==> src/rtl/sfr_pkg.sv <==
// shared constants and types for the serial frame receiver
package sfr_pkg;

  localparam int unsigned MAX_PAYLOAD_DEF = 32;
  localparam int unsigned COUNT_W         = 7;

  localparam logic [7:0] START_BYTE = 8'h7E;
  localparam logic [7:0] END_BYTE   = 8'h0D;

  typedef enum logic [3:0] {
    PH_HUNT,
    PH_ID,
    PH_LEN,
    PH_DATA,
    PH_SUM,
    PH_END,
    PH_READ,
    PH_LOAD,
    PH_EMPTY
  } phase_t;

endpackage

==> src/rtl/serial_frame_receiver.sv <==
// serial frame receiver: hunts 0x7E framed messages and replays good payloads
//
//   channel | beat                                          | handshake
//   --------+-----------------------------------------------+--------------------
//   rx      | rx_byte                                       | rx_valid / rx_stall
//   res     | msg_id, payload_byte, payload_valid,          | res_valid / res_stall
//           | payload_count, last                           |
//
// - rx_stall stays low while the receiver is hunting or
//   collecting a frame; payload bytes go straight into the payload memory
// - a good end byte starts the replay: each payload beat is a memory read, then an
//   output register load, and rx is held off until the last beat is loaded; an
//   empty frame gives a single beat
// - rx_stall is high for the whole replay, and a beat held by res_stall holds the
//   replay where it is
// - the output register lets the last beat of a frame wait while rx goes on
// - rst is synchronous; it sends the receiver back to hunting and empties the
//   output register; the payload memory is not cleared (only bytes of the current
//   frame are ever read back)
module serial_frame_receiver #(
  parameter int unsigned MAX_PAYLOAD = sfr_pkg::MAX_PAYLOAD_DEF
) (
  input  logic                         clk,
  input  logic                         rst,
  input  logic                         rx_valid,
  output logic                         rx_stall,
  input  logic [7:0]                   rx_byte,
  output logic                         res_valid,
  input  logic                         res_stall,
  output logic [7:0]                   msg_id,
  output logic [7:0]                   payload_byte,
  output logic                         payload_valid,
  output logic [sfr_pkg::COUNT_W-1:0]  payload_count,
  output logic                         last
);

  localparam int unsigned AW = (MAX_PAYLOAD > 1) ? $clog2(MAX_PAYLOAD) : 1;
  localparam int unsigned CW = sfr_pkg::COUNT_W;

  sfr_pkg::phase_t phase, phase_next;

  logic [7:0]    frame_id;
  logic [CW-1:0] bytes_remaining;   // payload bytes still to come
  logic [CW-1:0] write_position;    // next payload slot, also the byte count
  logic [7:0]    running_sum;
  logic [CW-1:0] frame_count;       // bytes to replay
  logic [CW-1:0] read_position;     // slot being replayed

  logic       rx_take;
  logic       res_free;
  logic       rd_en;
  logic       load_beat;
  logic [7:0] rd_data;
  logic [7:0] len_m1;
  logic       len_short;
  logic       len_too_long;
  logic       replay_last;

  // beat handshakes
  assign rx_take  = rx_valid && !rx_stall;
  assign res_free = !res_valid || !res_stall;

  // length byte decode: the length counts itself
  assign len_m1       = rx_byte - 8'd1;
  assign len_short    = (rx_byte <= 8'd1);
  assign len_too_long = (len_m1 > 8'(MAX_PAYLOAD));

  assign replay_last = ((read_position + CW'(1)) == frame_count);

  // next phase
  always_comb begin
    phase_next = phase;
    unique case (phase)
      sfr_pkg::PH_HUNT: begin
        if (rx_take && rx_byte == sfr_pkg::START_BYTE) begin
          phase_next = sfr_pkg::PH_ID;
        end
      end
      sfr_pkg::PH_ID: begin
        if (rx_take) begin
          phase_next = sfr_pkg::PH_LEN;
        end
      end
      sfr_pkg::PH_LEN: begin
        if (rx_take) begin
          if (len_short) begin
            phase_next = sfr_pkg::PH_SUM;
          end else if (len_too_long) begin
            phase_next = sfr_pkg::PH_HUNT;
          end else begin
            phase_next = sfr_pkg::PH_DATA;
          end
        end
      end
      sfr_pkg::PH_DATA: begin
        if (rx_take && bytes_remaining == CW'(1)) begin
          phase_next = sfr_pkg::PH_SUM;
        end
      end
      sfr_pkg::PH_SUM: begin
        if (rx_take) begin
          phase_next = (rx_byte == running_sum) ? sfr_pkg::PH_END : sfr_pkg::PH_HUNT;
        end
      end
      sfr_pkg::PH_END: begin
        if (rx_take) begin
          if (rx_byte != sfr_pkg::END_BYTE) begin
            phase_next = sfr_pkg::PH_HUNT;
          end else if (write_position == '0) begin
            phase_next = sfr_pkg::PH_EMPTY;
          end else begin
            phase_next = sfr_pkg::PH_READ;
          end
        end
      end
      sfr_pkg::PH_READ: begin
        phase_next = sfr_pkg::PH_LOAD;
      end
      sfr_pkg::PH_LOAD: begin
        if (res_free) begin
          phase_next = replay_last ? sfr_pkg::PH_HUNT : sfr_pkg::PH_READ;
        end
      end
      sfr_pkg::PH_EMPTY: begin
        if (res_free) begin
          phase_next = sfr_pkg::PH_HUNT;
        end
      end
      default: begin
        phase_next = sfr_pkg::PH_HUNT;
      end
    endcase
  end

  // control outputs of the sequencer
  always_comb begin
    rx_stall  = 1'b0;
    rd_en     = 1'b0;
    load_beat = 1'b0;
    unique case (phase) inside
      sfr_pkg::PH_READ: begin
        rx_stall = 1'b1;
        rd_en    = 1'b1;
      end
      sfr_pkg::PH_LOAD, sfr_pkg::PH_EMPTY: begin
        rx_stall  = 1'b1;
        load_beat = res_free;
      end
      default: begin
        rx_stall = 1'b0;
      end
    endcase
  end

  always_ff @(posedge clk) begin
    if (rst) begin
      phase <= sfr_pkg::PH_HUNT;
    end else begin
      phase <= phase_next;
    end
  end

  // frame bookkeeping
  always_ff @(posedge clk) begin
    if (rst) begin
      frame_id        <= '0;
      bytes_remaining <= '0;
      write_position  <= '0;
      running_sum     <= '0;
      frame_count     <= '0;
      read_position   <= '0;
    end else begin
      if (rx_take) begin
        unique case (phase)
          sfr_pkg::PH_HUNT: begin
            if (rx_byte == sfr_pkg::START_BYTE) begin
              write_position <= '0;
              running_sum    <= '0;
            end
          end
          sfr_pkg::PH_ID: begin
            frame_id <= rx_byte;
          end
          sfr_pkg::PH_LEN: begin
            running_sum    <= rx_byte;
            write_position <= '0;
            if (len_short || len_too_long) begin
              bytes_remaining <= '0;
            end else begin
              bytes_remaining <= len_m1[CW-1:0];
            end
          end
          sfr_pkg::PH_DATA: begin
            write_position  <= write_position + CW'(1);
            running_sum     <= running_sum + rx_byte;
            bytes_remaining <= bytes_remaining - CW'(1);
          end
          sfr_pkg::PH_END: begin
            frame_count   <= write_position;
            read_position <= '0;
          end
          default: begin
            frame_count <= frame_count;
          end
        endcase
      end
      if (load_beat && phase == sfr_pkg::PH_LOAD) begin
        read_position <= read_position + CW'(1);
      end
    end
  end

  sfr_payload_ram #(
    .DEPTH (MAX_PAYLOAD),
    .AW    (AW)
  ) u_ram (
    .clk     (clk),
    .wr_en   (rx_take && phase == sfr_pkg::PH_DATA),
    .wr_addr (write_position[AW-1:0]),
    .wr_data (rx_byte),
    .rd_en   (rd_en),
    .rd_addr (read_position[AW-1:0]),
    .rd_data (rd_data)
  );

  // output register
  always_ff @(posedge clk) begin
    if (rst) begin
      res_valid <= 1'b0;
    end else if (load_beat) begin
      res_valid <= 1'b1;
    end else if (!res_stall) begin
      res_valid <= 1'b0;
    end
  end

  always_ff @(posedge clk) begin
    if (load_beat) begin
      msg_id <= frame_id;
      if (phase == sfr_pkg::PH_EMPTY) begin
        payload_byte  <= '0;
        payload_valid <= 1'b0;
        payload_count <= '0;
        last          <= 1'b1;
      end else begin
        payload_byte  <= rd_data;
        payload_valid <= 1'b1;
        payload_count <= frame_count;
        last          <= replay_last;
      end
    end
  end

endmodule

==> src/rtl/sfr_payload_ram.sv <==
// payload store: one write port, one read port with registered read data
module sfr_payload_ram #(
  parameter int unsigned DEPTH = sfr_pkg::MAX_PAYLOAD_DEF,
  parameter int unsigned AW    = (DEPTH > 1) ? $clog2(DEPTH) : 1
) (
  input  logic          clk,
  input  logic          wr_en,
  input  logic [AW-1:0] wr_addr,
  input  logic [7:0]    wr_data,
  input  logic          rd_en,
  input  logic [AW-1:0] rd_addr,
  output logic [7:0]    rd_data
);

  logic [7:0] mem [DEPTH];

  always_ff @(posedge clk) begin
    if (wr_en) begin
      mem[wr_addr] <= wr_data;
    end
  end

  always_ff @(posedge clk) begin
    if (rd_en) begin
      rd_data <= mem[rd_addr];
    end
  end

endmodule

==> config.mk <==
export PLATFORM = sky130hd
export DESIGN_NAME = serial_frame_receiver
export DESIGN_NICKNAME = d
export VERILOG_FILES = /design/src/rtl/sfr_pkg.sv /design/src/rtl/serial_frame_receiver.sv /design/src/rtl/sfr_payload_ram.sv
export SDC_FILE = /design/constraint.sdc
export NUM_CORES = 1
export LEC_CHECK = 0
export BUFFER_PORTS_ARGS = -buffer_cell sky130_fd_sc_hd__buf_2
export CAP_MARGIN = 40
export CORE_MARGIN = 2
export CORE_UTILIZATION = 50
export DETAILED_ROUTE_END_ITERATION = 8
export GPL_TIMING_DRIVEN = 0
export PLACE_DENSITY = 0.65
export SLEW_MARGIN = 20
export SYNTH_ARGS = -nofsm -noshare
export SYNTH_HDL_FRONTEND = slang
export SYNTH_SLANG_ARGS = --single-unit
==> constraint.sdc <==
create_clock -name clk -period 5.3 [get_ports clk]
set_clock_uncertainty 0.2 [all_clocks]
set_input_delay 1.06 -clock clk [delete_from_list [all_inputs] [get_ports clk]]
set_output_delay 1.06 -clock clk [all_outputs]
set_load 0.05 [all_outputs]
**Word level (Yosys, flattened, before mapping)**

Memories as Yosys holds them, arrays and structs flattened. A register that Yosys moved wholly into a read port is not among the register bits.
Index checks and enable logic that the tools add are counted.

- Memories kept: 1
- Output and inout port bits: 27
- Latch bits: 0
- Input port bits: 12
- Word-level logic and storage cells: 100
- Bits in read-only memories: 0
- Register bits after elaboration: 74
- Memory bits (writable): 256

- Shift-type cells: 0
- $lt $le $gt $ge: 2
- Add/subtract/negate cells: 5
- Div/mod/pow operators: 0
- Eq/ne operators: 23
- Bitwise operators: 0
- Multiply operators: 0
- Muxes and demuxes: 32
- Reductions and logical operators: 24

Memories:

| memory | depth | bits a word | rd ports | clocked after Yosys merged registers in | wr ports | line | source |
|---|---|---|---|---|---|---|---|
| u_ram.mem | 32 | 8 | 1 | 1 | 1 | sfr_payload_ram.sv:15 | `logic [7:0] mem [DEPTH];` |

Operators with widths:

| kind | number |
|---|---|
| $mux W4 | 10 |
| $pmux W4 S9 | 1 |
| $mux W7 | 5 |
| $pmux W8 S3 | 1 |
| $pmux W7 S3 | 1 |
| $ne A2 B2 Y1 const B | 9 |
| $eq A4 B3 Y1 const B | 4 |
| $add A7 B1 Y7 const B | 2 |
| $pmux W7 S2 | 1 |
| $mux W3 | 3 |
| $add A8 B8 Y8 | 1 |
| $eq A4 B2 Y1 const B | 2 |
| $eq A8 B7 Y1 const B | 1 |
| $eq A8 B8 Y1 | 1 |
| $gt A8 B6 Y1 const B | 1 |
| $le A8 B1 Y1 const B | 1 |
| $mux W1 | 8 |
| $mux W8 | 1 |
| $ne A8 B4 Y1 const B | 1 |
| $reduce_and A2 Y1 | 4 |
| $reduce_and A8 Y1 | 1 |
| $sub A8 B1 Y8 const B | 1 |
| $eq A7 B1 Y1 const B | 1 |
| $eq A7 B7 Y1 | 1 |
| 15 further kinds | 24 |

**Logic depth before layout (Yosys ltp)**

Gate-level depths: netlist (run 1).

- Depth in word-level cells: 8
- Mapped depth: 10

**By module**

From an unflattened synthesis (run 1), not the netlist that was laid out.

- Cell total of the unflattened synthesis: 865
- Area total of the unflattened synthesis: 14251.2 um2

By module, submodules not included:

| module | sequential area each (um2) | cells each | instances | area an instance (um2) |
|---|---|---|---|---|
| sfr_payload_ram | 7927.6 | 417 | 1 | 10133.5 |
| serial_frame_receiver | 1731.7 | 448 | 1 | 4117.7 |

**Least setup slack after synthesis (run 1)**

Ideal clock, no wire load.

- Path type: input to register
- From: input port rx_byte[4]
- To: register bytes_remaining[1]
- Arrival time: 2745 ps
- Data required time: 4966 ps
- Path slack: 2221 ps
- Path buffers: 1
- Setup time: 134 ps
- Stages on the path: 7
- Cells stage by stage: clkbuf_1 > or4_4 > or3_4 > o221ai_2 > nor3_4 > a221oi_1 > a211oi_1

- Word-level cells in the longest chain between the ends: 5

Ends and longest elaborated chain:

| element | line | source |
|---|---|---|
| start: declaration | serial_frame_receiver.sv:27 | `input logic [7:0] rx_byte,` |
| $sub A8 B1 Y8 | serial_frame_receiver.sv:64 | `assign len_m1 = rx_byte - 8'd1;` |
| $gt A8 B6 Y1 | serial_frame_receiver.sv:66 | `assign len_too_long = (len_m1 > 8'(MAX_PAYLOAD));` |
| $logic_or A1 B1 Y1 * | serial_frame_receiver.sv:187 | `if (len_short \|\| len_too_long) begin` |
| $mux W7 * | serial_frame_receiver.sv:187 |  |
| $pmux W7 S2 * | serial_frame_receiver.sv:174 | `unique case (phase)` |
| end signal: assignment | serial_frame_receiver.sv:190 | `bytes_remaining <= len_m1[CW-1:0];` |
| end signal: assignment | serial_frame_receiver.sv:196 | `bytes_remaining <= bytes_remaining - CW'(1);` |
| end: declaration | serial_frame_receiver.sv:43 | `logic [CW-1:0] bytes_remaining;` |

Mark *: on every way between the ends. The rest lies on a longest branch, timed or not.
A chain may end at the register's enable or synchronous reset.

**Final worst setup path (run 1)**

- From: input port rx_byte[4]
- To: register running_sum[1]

- Word-level cells in the longest chain between the ends: 3

Ends and longest elaborated chain:

| element | line | source |
|---|---|---|
| $eq A8 B7 Y1 | serial_frame_receiver.sv:176 | `if (rx_byte == sfr_pkg::START_BYTE) begin` |
| $ne A2 B2 Y1 (no line) | -- |  |
| $reduce_and A3 Y1 (no line) | -- |  |
| end signal: assignment | serial_frame_receiver.sv:185 | `running_sum <= rx_byte;` |
| end signal: assignment | serial_frame_receiver.sv:195 | `running_sum <= running_sum + rx_byte;` |
| end: declaration | serial_frame_receiver.sv:45 | `logic [7:0] running_sum;` |

Every way passes these cells.

==> out/qor.yml, run 1 <==
run_status: "finished clean"
dieWidth_um: 171.8
holdWs_ns: 0.2351
ctsRootBufferMaster: "clkbuf_16"
slowest_stage: "buf_2"
cp_top_family: "buffers and inverters"
hold_viol: 0
syn-num-nets: 879
final_nets: 967
cellLeakagePower_nw: 5.175
finalWirelength_mm: 29.41
synth_common_cells: "edfxtp_1, mux4_2, nor2_1"
grt_max_degree: 43
cpMostUsedCell: "clkbuf_1"
postCtsSetupBuffers: 0
overflow: 0
endpoint_kind: "flip-flop"
grt_first_pass_wirelength_mm: 45.03
finalCritPeriodShare: 0.6754
synth-compound-area-share: 0.04486
synth_top_family_by_area: "multiplexers"
route.met3.wl_mm: 1.764
yosysTopAreaCell: "edfxtp_1"
powerDensity_mw_per_mm2: 334.8
port_buffers: 37
synth_xor_area_frac: 0.01430
async_flop_share: 0
die_area_mm2: 0.02953
clk_pin_slew_ns: 0.06
syn_area_mm2: 0.01409
path_cells: "buf_2, clkbuf_1, nand4_1, nor3_1, o21a_1, clkbuf_1, clkbuf_1, nand2_1, o21ai_0, a21oi_1"
rsz0062_at_grt: "no"
cts_tree: "yes"
synth_seq_cells: 338
holdBufCountCts: 0
synth_cells: 848
met2_length_mm: 13.42
grt_pass1_vias: 7437
num_antenna_cells: 0
synthAdderAreaFrac: 0.01741
ys_seq_area_frac: 0.6857
tns_ns: 0
layout_min_cycle_time_ns: 3.579
core_area_mm2: 0.02778
cts_resized: 0
peakVddDrop_v: 0.0001890
syn_to_final_growth_pct: 13.83
path_class: "in -> reg"
synth.most_common_cell: "edfxtp_1"
row_count: 61
firstDrtPassIters: 5
cap_violations: 0
final_antenna_net_count: 0
first_iter_violations: 758
grt_usage: 0.2073
htree_levels: 2
finalSetupViolations: 0
synth_cell_type_count: 63
initial_utilization: 0.5070
yosys.area_share.simple: 0.07932
nFillCells: 2181
yosysWarningCount: 0
tightest_slew_ns: 0.8600
viasPerCell: 5.787
antenna_found_initial: 0
relSlewSlack: 0.4267
muxShareOfSynthArea: 0.1400
synth-edff-count: 289
routabilityCongestion: 0.8337
cpPeakStageDelay_ns: 0.54
max-clock-path-buffers: 3
drv_slew: 0
drc_errors: 0
cts_inserted_buffers: 35
met1_length_mm: 13.73
drive_gt1_frac: 0.2208
critPathLaunchType: "input port"
yosys-top-cells-area: "edfxtp_1, mux4_2, dfxtp_1"
regArea_mm2: 0.009659
clk_latency_ns: 0.52
hp-class: "reg -> reg"
io_pins: 39
synthFlopType: "edfxtp_1"
avgSynthCellArea_um2: 16.61
cts_num_sinks: 338
multi_input_area_mm2: 0.004184
die_y_um: 171.8
worstPathMaxFanout: 34
top_layer: "met4"
crit_buf_inv: 4
synth.top_cell.area_share: 0.6161
fmax_mhz: 279.4
wl_per_cell_um: 21.98
critPathRequiredTime_ns: 5.47
arrival_ns: 3.75
hpwl_mm: 19.36
vias: 7743
[layer usage]
layer	GRT usage	up-vias
met5	0	-
met4	0.04969	0
li1	-	3533
met3	0.04188	40
met1	0.3100	3926
met2	0.3160	244
[final cells by class]
type / count / share of cell area
flip-flops and latches: 338 / 0.6024
multi-input cells: 448 / 0.2609
inverters: 17 / 0.003980
clock inverters: 17 / 0.01077
plain buffers: 45 / 0.01217
repair buffers: 51 / 0.02091
well taps: 378 / 0.02950
clock buffers: 44 / 0.05931
[per-stage QoR]
step / area, um2 / std cells / utilization / total power, W / setup WS (ns)
floorplan: 14090 / 848 / - / 0.002966 / 2.221
global placement: 14740 / 1263 / 0.5307 / 0.003018 / 1.287
detailed placement: 14770 / 1265 / 0.5318 / 0.003020 / 1.251
CTS: 15900 / 1326 / 0.5722 / 0.005401 / 1.730
global route: 16030 / 1338 / 0.5771 / 0.005521 / 1.422
finish: 16030 / 1338 / 0.5771 / 0.005368 / 1.721
[worst paths after layout]
kind | end | slack [ns] | cells after the start | from
worst max-delay path | running_sum[1]$_SDFFE_PP0P_ | 1.72 | 10 | rx_byte[4]
worst min register to register | msg_id[5]$_DFFE_PP_ | 0.24 | 0 | frame_id[5]$_SDFFE_PP0P_
worst max register to register | u_ram.rd_data[0]$_DFFE_PN_ | 1.98 | 5 | read_position[1]$_SDFFE_PP0P_
worst min-delay path | msg_id[5]$_DFFE_PP_ | 0.24 | 0 | frame_id[5]$_SDFFE_PP0P_
[worst register-to-register path: stages, from the launching register on]
cell	delay, ns
dfxtp_1	0.43
buf_1	0.54
buf_1	0.65
mux4_2	0.44
mux4_2	0.53
mux2_2	0.29
[layout by cell type, fill, tap and decap left out, drive strengths merged, types with 13 or more instances in the layout]
cell type | synthesis | routed
clkinv | 0 | 13
nand3 | 13 | 13
buf | 18 | 69
nor2b | 18 | 18
clkbuf | 27 | 71
nor3 | 17 | 17
o21ai | 17 | 17
dfxtp | 49 | 49
inv | 17 | 18
nor2 | 78 | 78
xor2 | 14 | 14
nand2 | 34 | 34
a21oi | 26 | 26
edfxtp | 289 | 289
mux4 | 80 | 80
ha | 18 | 18
[where the power goes]
part	leakage, nW	internal (W)	switching (W)
clock	0.554	0.00142	0.000981
combinational	1.65	0.0000200	0.0000687
sequential	2.97	0.00288	0.000000192
[logic make-up (layout without fill, tap and decap cells)]
kind of cell             Yosys count  in the layout
adder cells (fa/ha/maj)           19             19
XOR/XNOR                          23             23
buffers and inverters             62            174
AND/OR/NAND/NOR                  217            217
multiplexers                      96             96
flip-flops                       338            338
AO/OA/AOI/OAI                     93             93
[sequential cells by signal, summed over array words and instances, names as in the netlist, 4 cells and up]
signal           cells
msg_id               8
bytes_remaining      7
frame_count          7
phase                4
frame_id             8
write_position       7
read_position        7
u_ram.rd_data        8
running_sum          8
u_ram.mem          256
payload_byte         8
payload_count        7
No activity file was read; power rests on OpenSTA's default activity.
==> run 2, diff against run 1 <==
==> constraint.sdc (replaced) <==
create_clock -name clk -period 3.4 [get_ports clk]
set_clock_uncertainty 0.2 [all_clocks]
set_input_delay 0.68 -clock clk [delete_from_list [all_inputs] [get_ports clk]]
set_output_delay 0.68 -clock clk [all_outputs]
set_load 0.05 [all_outputs]
==> run 2 against run 1 <==
Design area about the same; sequential cell count unchanged; global-route usage unchanged; total power increased by 56%; via count about the same; sequential share of layout area about the same; clock-buffer cell count unchanged; die area unchanged; worst setup slack got worse by 1.6 ns; combinational power increased by 56%; non-clock buffer count unchanged; critical path type is now reg -> reg; largest cell class unchanged.
==> out/qor.yml, run 2 (synthesis results as in run 1) <==
grt_max_degree: 43
num_antenna_cells: 0
die_area_mm2: 0.02953
grt_pass1_vias: 7437
final_antenna_net_count: 0
hpwl_mm: 19.36
rsz0062_at_grt: "no"
cpPeakStageDelay_ns: 0.59
cts_num_sinks: 338
dpl_cell_area_mm2: 0.01477
overflow: 0
die_y_um: 171.8
core_area_mm2: 0.02778
endpoint_kind: "flip-flop"
largest_register_ffs: 256
regMostFlops: "u_ram.mem"
postCtsSetupBuffers: 0
path_cells: "buf_1, buf_1, mux4_2, mux4_2, mux2_2"
final_nets: 967
finalSetupViolations: 0
cts_inserted_buffers: 35
fmax_mhz: 304.9
relSlewSlack: 0.4267
clk_pin_slew_ns: 0.06
mostFrequentLayoutCells: "edfxtp_1, mux4_2, nor2_1"
row_count: 61
dp_cells: 1265
nFillCells: 2180
hp-class: "reg -> reg"
ctsRootBufferMaster: "clkbuf_16"
wl_per_cell_um: 21.99
cts_tree: "yes"
tns_ns: 0
syn_to_final_growth_pct: 13.86
path_class: "reg -> reg"
slowest_stage: "buf_1"
grt-busiest-layer: "met2"
io_pins: 39
grt_first_pass_wirelength_mm: 45.03
layout_min_cycle_time_ns: 3.279
routabilityCongestion: 0.8337
finalCritPeriodShare: 0.9645
drive_gt1_frac: 0.2219
htree_levels: 2
vias: 7741
grt_usage: 0.2073
first_iter_violations: 758
stdcell_count: 1338
tightest_slew_ns: 0.8600
clk_latency_ns: 0.52
holdWs_ns: 0.2351
cap_violations: 0
arrival_ns: 3.35
initial_utilization: 0.5070
grt_use_met1: 0.3100
finalWirelength_mm: 29.42
max-clock-path-buffers: 3
cellLeakagePower_nw: 5.171
layout.cells.most_common: "edfxtp_1"
peakVddDrop_v: 0.0002946
met2_usage: 0.3160
hold_viol: 0
drv_slew: 0
viasPerCell: 5.786
worstPathMaxFanout: 10
drc_errors: 0
critPathRequiredTime_ns: 3.47
critPathLaunchType: "flip-flop"
gr-usage-met3: 0.04188
run_status: "finished clean"
final_area_mm2: 0.01604
firstDrtPassIters: 5
port_buffers: 37
dieWidth_um: 171.8
antenna_found_initial: 0
powerDensity_mw_per_mm2: 521.7
==> run 2: critical path, delay by kind of cell, from the launching register on <==
kind	cells	cell delay, ns
flops	1	0.43
mux	3	1.29
buf+inv	2	1.13
==> run 2: area by class of cell <==
class | instances | area [um2] | area share
timing repair buffer | 51 | 337.8 | 0.02106
buffer | 45 | 196.4 | 0.01225
multi-input combinational | 448 | 4184 | 0.2609
clock inverter | 17 | 172.7 | 0.01077
inverter | 17 | 63.81 | 0.003979
clock buffer | 44 | 950.9 | 0.05929
sequential | 338 | 9659 | 0.6023
tap | 378 | 473.0 | 0.02949
==> run 2: where the power goes <==
group,switching (W),internal (W)
logic,0.000107,0.0000315
registers,0.000000299,0.00449
clock network,0.00153,0.00221
==> run 2: timing repair <==
item / 4_1_cts / 5_1_grt
hold buffers: 0 / 0
gates resized for setup: 0 / 2
endpoints found under the setup margin: 0 / 10
==> run 2: metal layers <==
| metal | vias to the layer above | share of wire |
|---|---|---|
| li1 | 3533 | - |
| met1 | 3927 | 0.47 |
| met2 | 241 | 0.46 |
| met3 | 40 | 0.059 |
| met4 | 0 | 0.017 |
| met5 | - | 0 |
==> run 2: through the flow <==
stage	utilization	worst slack (ns)	power [W]
finish	0.5773	0.1208	0.008368
global placement	0.5307	-0.2334	0.004704
global route	0.5773	0.007740	0.008606
CTS	0.5722	0.04131	0.008420
detailed placement	0.5318	-0.2692	0.004707
floorplan	-	0.4042	0.004623
==> run 2: path summary, 6_finish.rpt <==
path	start	end	slack, ns	cells past startpoint
max	read_position[1]$_SDFFE_PP0P_	u_ram.rd_data[3]$_DFFE_PN_	0.12	5
min	frame_id[5]$_SDFFE_PP0P_	msg_id[5]$_DFFE_PP_	0.24	0
max reg2reg	read_position[1]$_SDFFE_PP0P_	u_ram.rd_data[3]$_DFFE_PN_	0.12	5
min reg2reg	frame_id[5]$_SDFFE_PP0P_	msg_id[5]$_DFFE_PP_	0.24	0
==> run 3, diff against run 2 <==
--- a/config.mk
+++ b/config.mk
@@ -10,7 +10,7 @@
 export CORE_MARGIN = 2
 export CORE_UTILIZATION = 50
 export DETAILED_ROUTE_END_ITERATION = 8
-export GPL_TIMING_DRIVEN = 0
+export GPL_TIMING_DRIVEN = 1
 export PLACE_DENSITY = 0.65
 export SLEW_MARGIN = 20
 export SYNTH_ARGS = -nofsm -noshare
==> run 3 against run 2 <==
Core utilization up 0.24 points; sequential power barely moved; first-iteration DRC count shrank 12%; sequential cell count unchanged; design area grew 0.42%; maximum frequency increased by 1.7%; clock-buffer cell count up 10; global-route usage shrank 0.060 points; highest routed layer is now met5; critical path type is now reg -> out; final cell count increased by 0.45%; sequential share of layout area down 0.22 points; via count fell by 0.57%; hold slack got worse by 0.0028 ns.
==> out/qor.yml, run 3 (synthesis results as in run 1) <==
run_status: "finished clean"
gr-usage-met3: 0.02899
drive_gt1_frac: 0.2536
finalWirelength_mm: 29.28
overflow: 0
io_pins: 39
relSlewSlack: 0.5606
regMostFlops: "u_ram.mem"
critPathLaunchType: "flip-flop"
powerDensity_mw_per_mm2: 501.6
hold_viol: 0
path_class: "reg -> out"
die_y_um: 171.8
initial_utilization: 0.5070
largest_register_ffs: 256
final_area_mm2: 0.01611
clk_latency_ns: 0.52
final_nets: 970
grt_first_pass_wirelength_mm: 45.17
clk_pin_slew_ns: 0.06
peakVddDrop_v: 0.0003472
finalSetupViolations: 0
vias: 7697
layout.cells.most_common: "edfxtp_1"
viasPerCell: 5.727
dpl_cell_area_mm2: 0.01508
report.power.total_w: 0.008079
cellLeakagePower_nw: 5.261
first_iter_violations: 664
finalCritPeriodShare: 0.9479
num_antenna_cells: 0
clock_power_share: 0.428
p_sw_w: 0.001602
dieWidth_um: 171.8
tightest_slew_ns: 0.6591
comb_power_share: 0.017
port_buffers: 38
cts_num_sinks: 338
antenna_found_initial: 2
row_count: 61
grt_pass1_vias: 7584
firstDrtPassIters: 5
routabilityCongestion: 0.8093
tns_ns: 0
grt_use_met1: 0.3062
ctsRootBufferMaster: "clkbuf_16"
postCtsSetupBuffers: 0
fmax_mhz: 310.3
drv_slew: 0
core_area_mm2: 0.02778
power.internal_w: 0.006476
holdBufCountCts: 0
met2_usage: 0.3204
nFillCells: 2170
final_antenna_net_count: 0
hp-class: "reg -> reg"
cts_resized: 0
grt_usage: 0.2067
layout_min_cycle_time_ns: 3.223
mostFrequentLayoutCells: "edfxtp_1, mux4_2, nor2_1"
cts_inserted_buffers: 35
rsz0062_at_grt: "no"
cts_tree: "yes"
hpwl_mm: 19.41
max-clock-path-buffers: 3
grt_max_degree: 34
critPathRequiredTime_ns: 2.52
htree_levels: 2
p_sw_frac: 0.1983
arrival_ns: 2.34
drc_errors: 0
die_area_mm2: 0.02953
grt-busiest-layer: "met2"
worstPathMaxFanout: 18
pwr-share-seq: 0.555
syn_to_final_growth_pct: 14.34
wl_per_cell_um: 21.78
cap_violations: 0
endpoint_kind: "output port"
## run 3: cell types whose count changed in the layout (fill, tap and decap cells not counted), moves of 3 or more
cell / change
buf_4: +47
clkbuf_1: -15
buf_1: -8
buf_6: -6
buf_12: +4
buf_2: -4
clkinv_2: -4
bufinv_16: -3
## run 3: metal layers
layer  up-vias  wire [um]
met3        52       1479
met4         2        735
met5         -          7
met1      3885      13460
li1       3537          -
met2       221      13600
## run 3: critical path: stages, from the launching register on
cell      delay, ns
dfxtp_1        0.69
nand2b_1       0.19
or3b_2         0.56
nand2_1        0.12
buf_2          0.26
## run 3: cell type report
class,instances,area [um2],share of cell area
Sequential cell,338,9664,0.6001
Timing Repair Buffer,99,708.2,0.04397
Clock buffer,54,957.2,0.05943
Multi-Input combinational cell,448,4172,0.2590
Tap cell,378,473.0,0.02937
Inverter,17,63.81,0.003962
Clock inverter,10,67.56,0.004195
## run 3: path summary, 6_finish.rpt
path / start / end / slack (ns) / cells after the start
setup reg to reg: phase[3]$_SDFFE_PP0P_ / u_ram.mem[6][2]$_DFFE_PP_ / 0.60 / 6
setup / recovery: phase[1]$_SDFFE_PP0P_ / rx_stall / 0.18 / 4
hold reg to reg: frame_id[7]$_SDFFE_PP0P_ / msg_id[7]$_DFFE_PP_ / 0.23 / 0
hold / removal: frame_id[7]$_SDFFE_PP0P_ / msg_id[7]$_DFFE_PP_ / 0.23 / 0
## run 3: stage by stage
stage	utilization	hold WS, ns	setup WS [ns]	cells
finish	0.5797	0.2323	0.1770	1344
CTS	0.5797	0.2347	0.1649	1344
floorplan	-	0.2080	0.4042	848
global route	0.5797	0.2432	0.06353	1344
detailed placement	0.5428	0.2203	0.4561	1280
global placement	0.5427	0.2173	0.4878	1279
## run 3: power by group through the flow
stage	sequential (W)	clock, W	combinational [W]
after CTS	0.00448	0.00352	0.000138
final	0.00449	0.00345	0.000138
after global placement	0.00457	0	0.000136
after global routing	0.00448	0.00368	0.000152
after floorplan	0.00458	0	0.0000480
after detailed placement	0.00457	0	0.000138
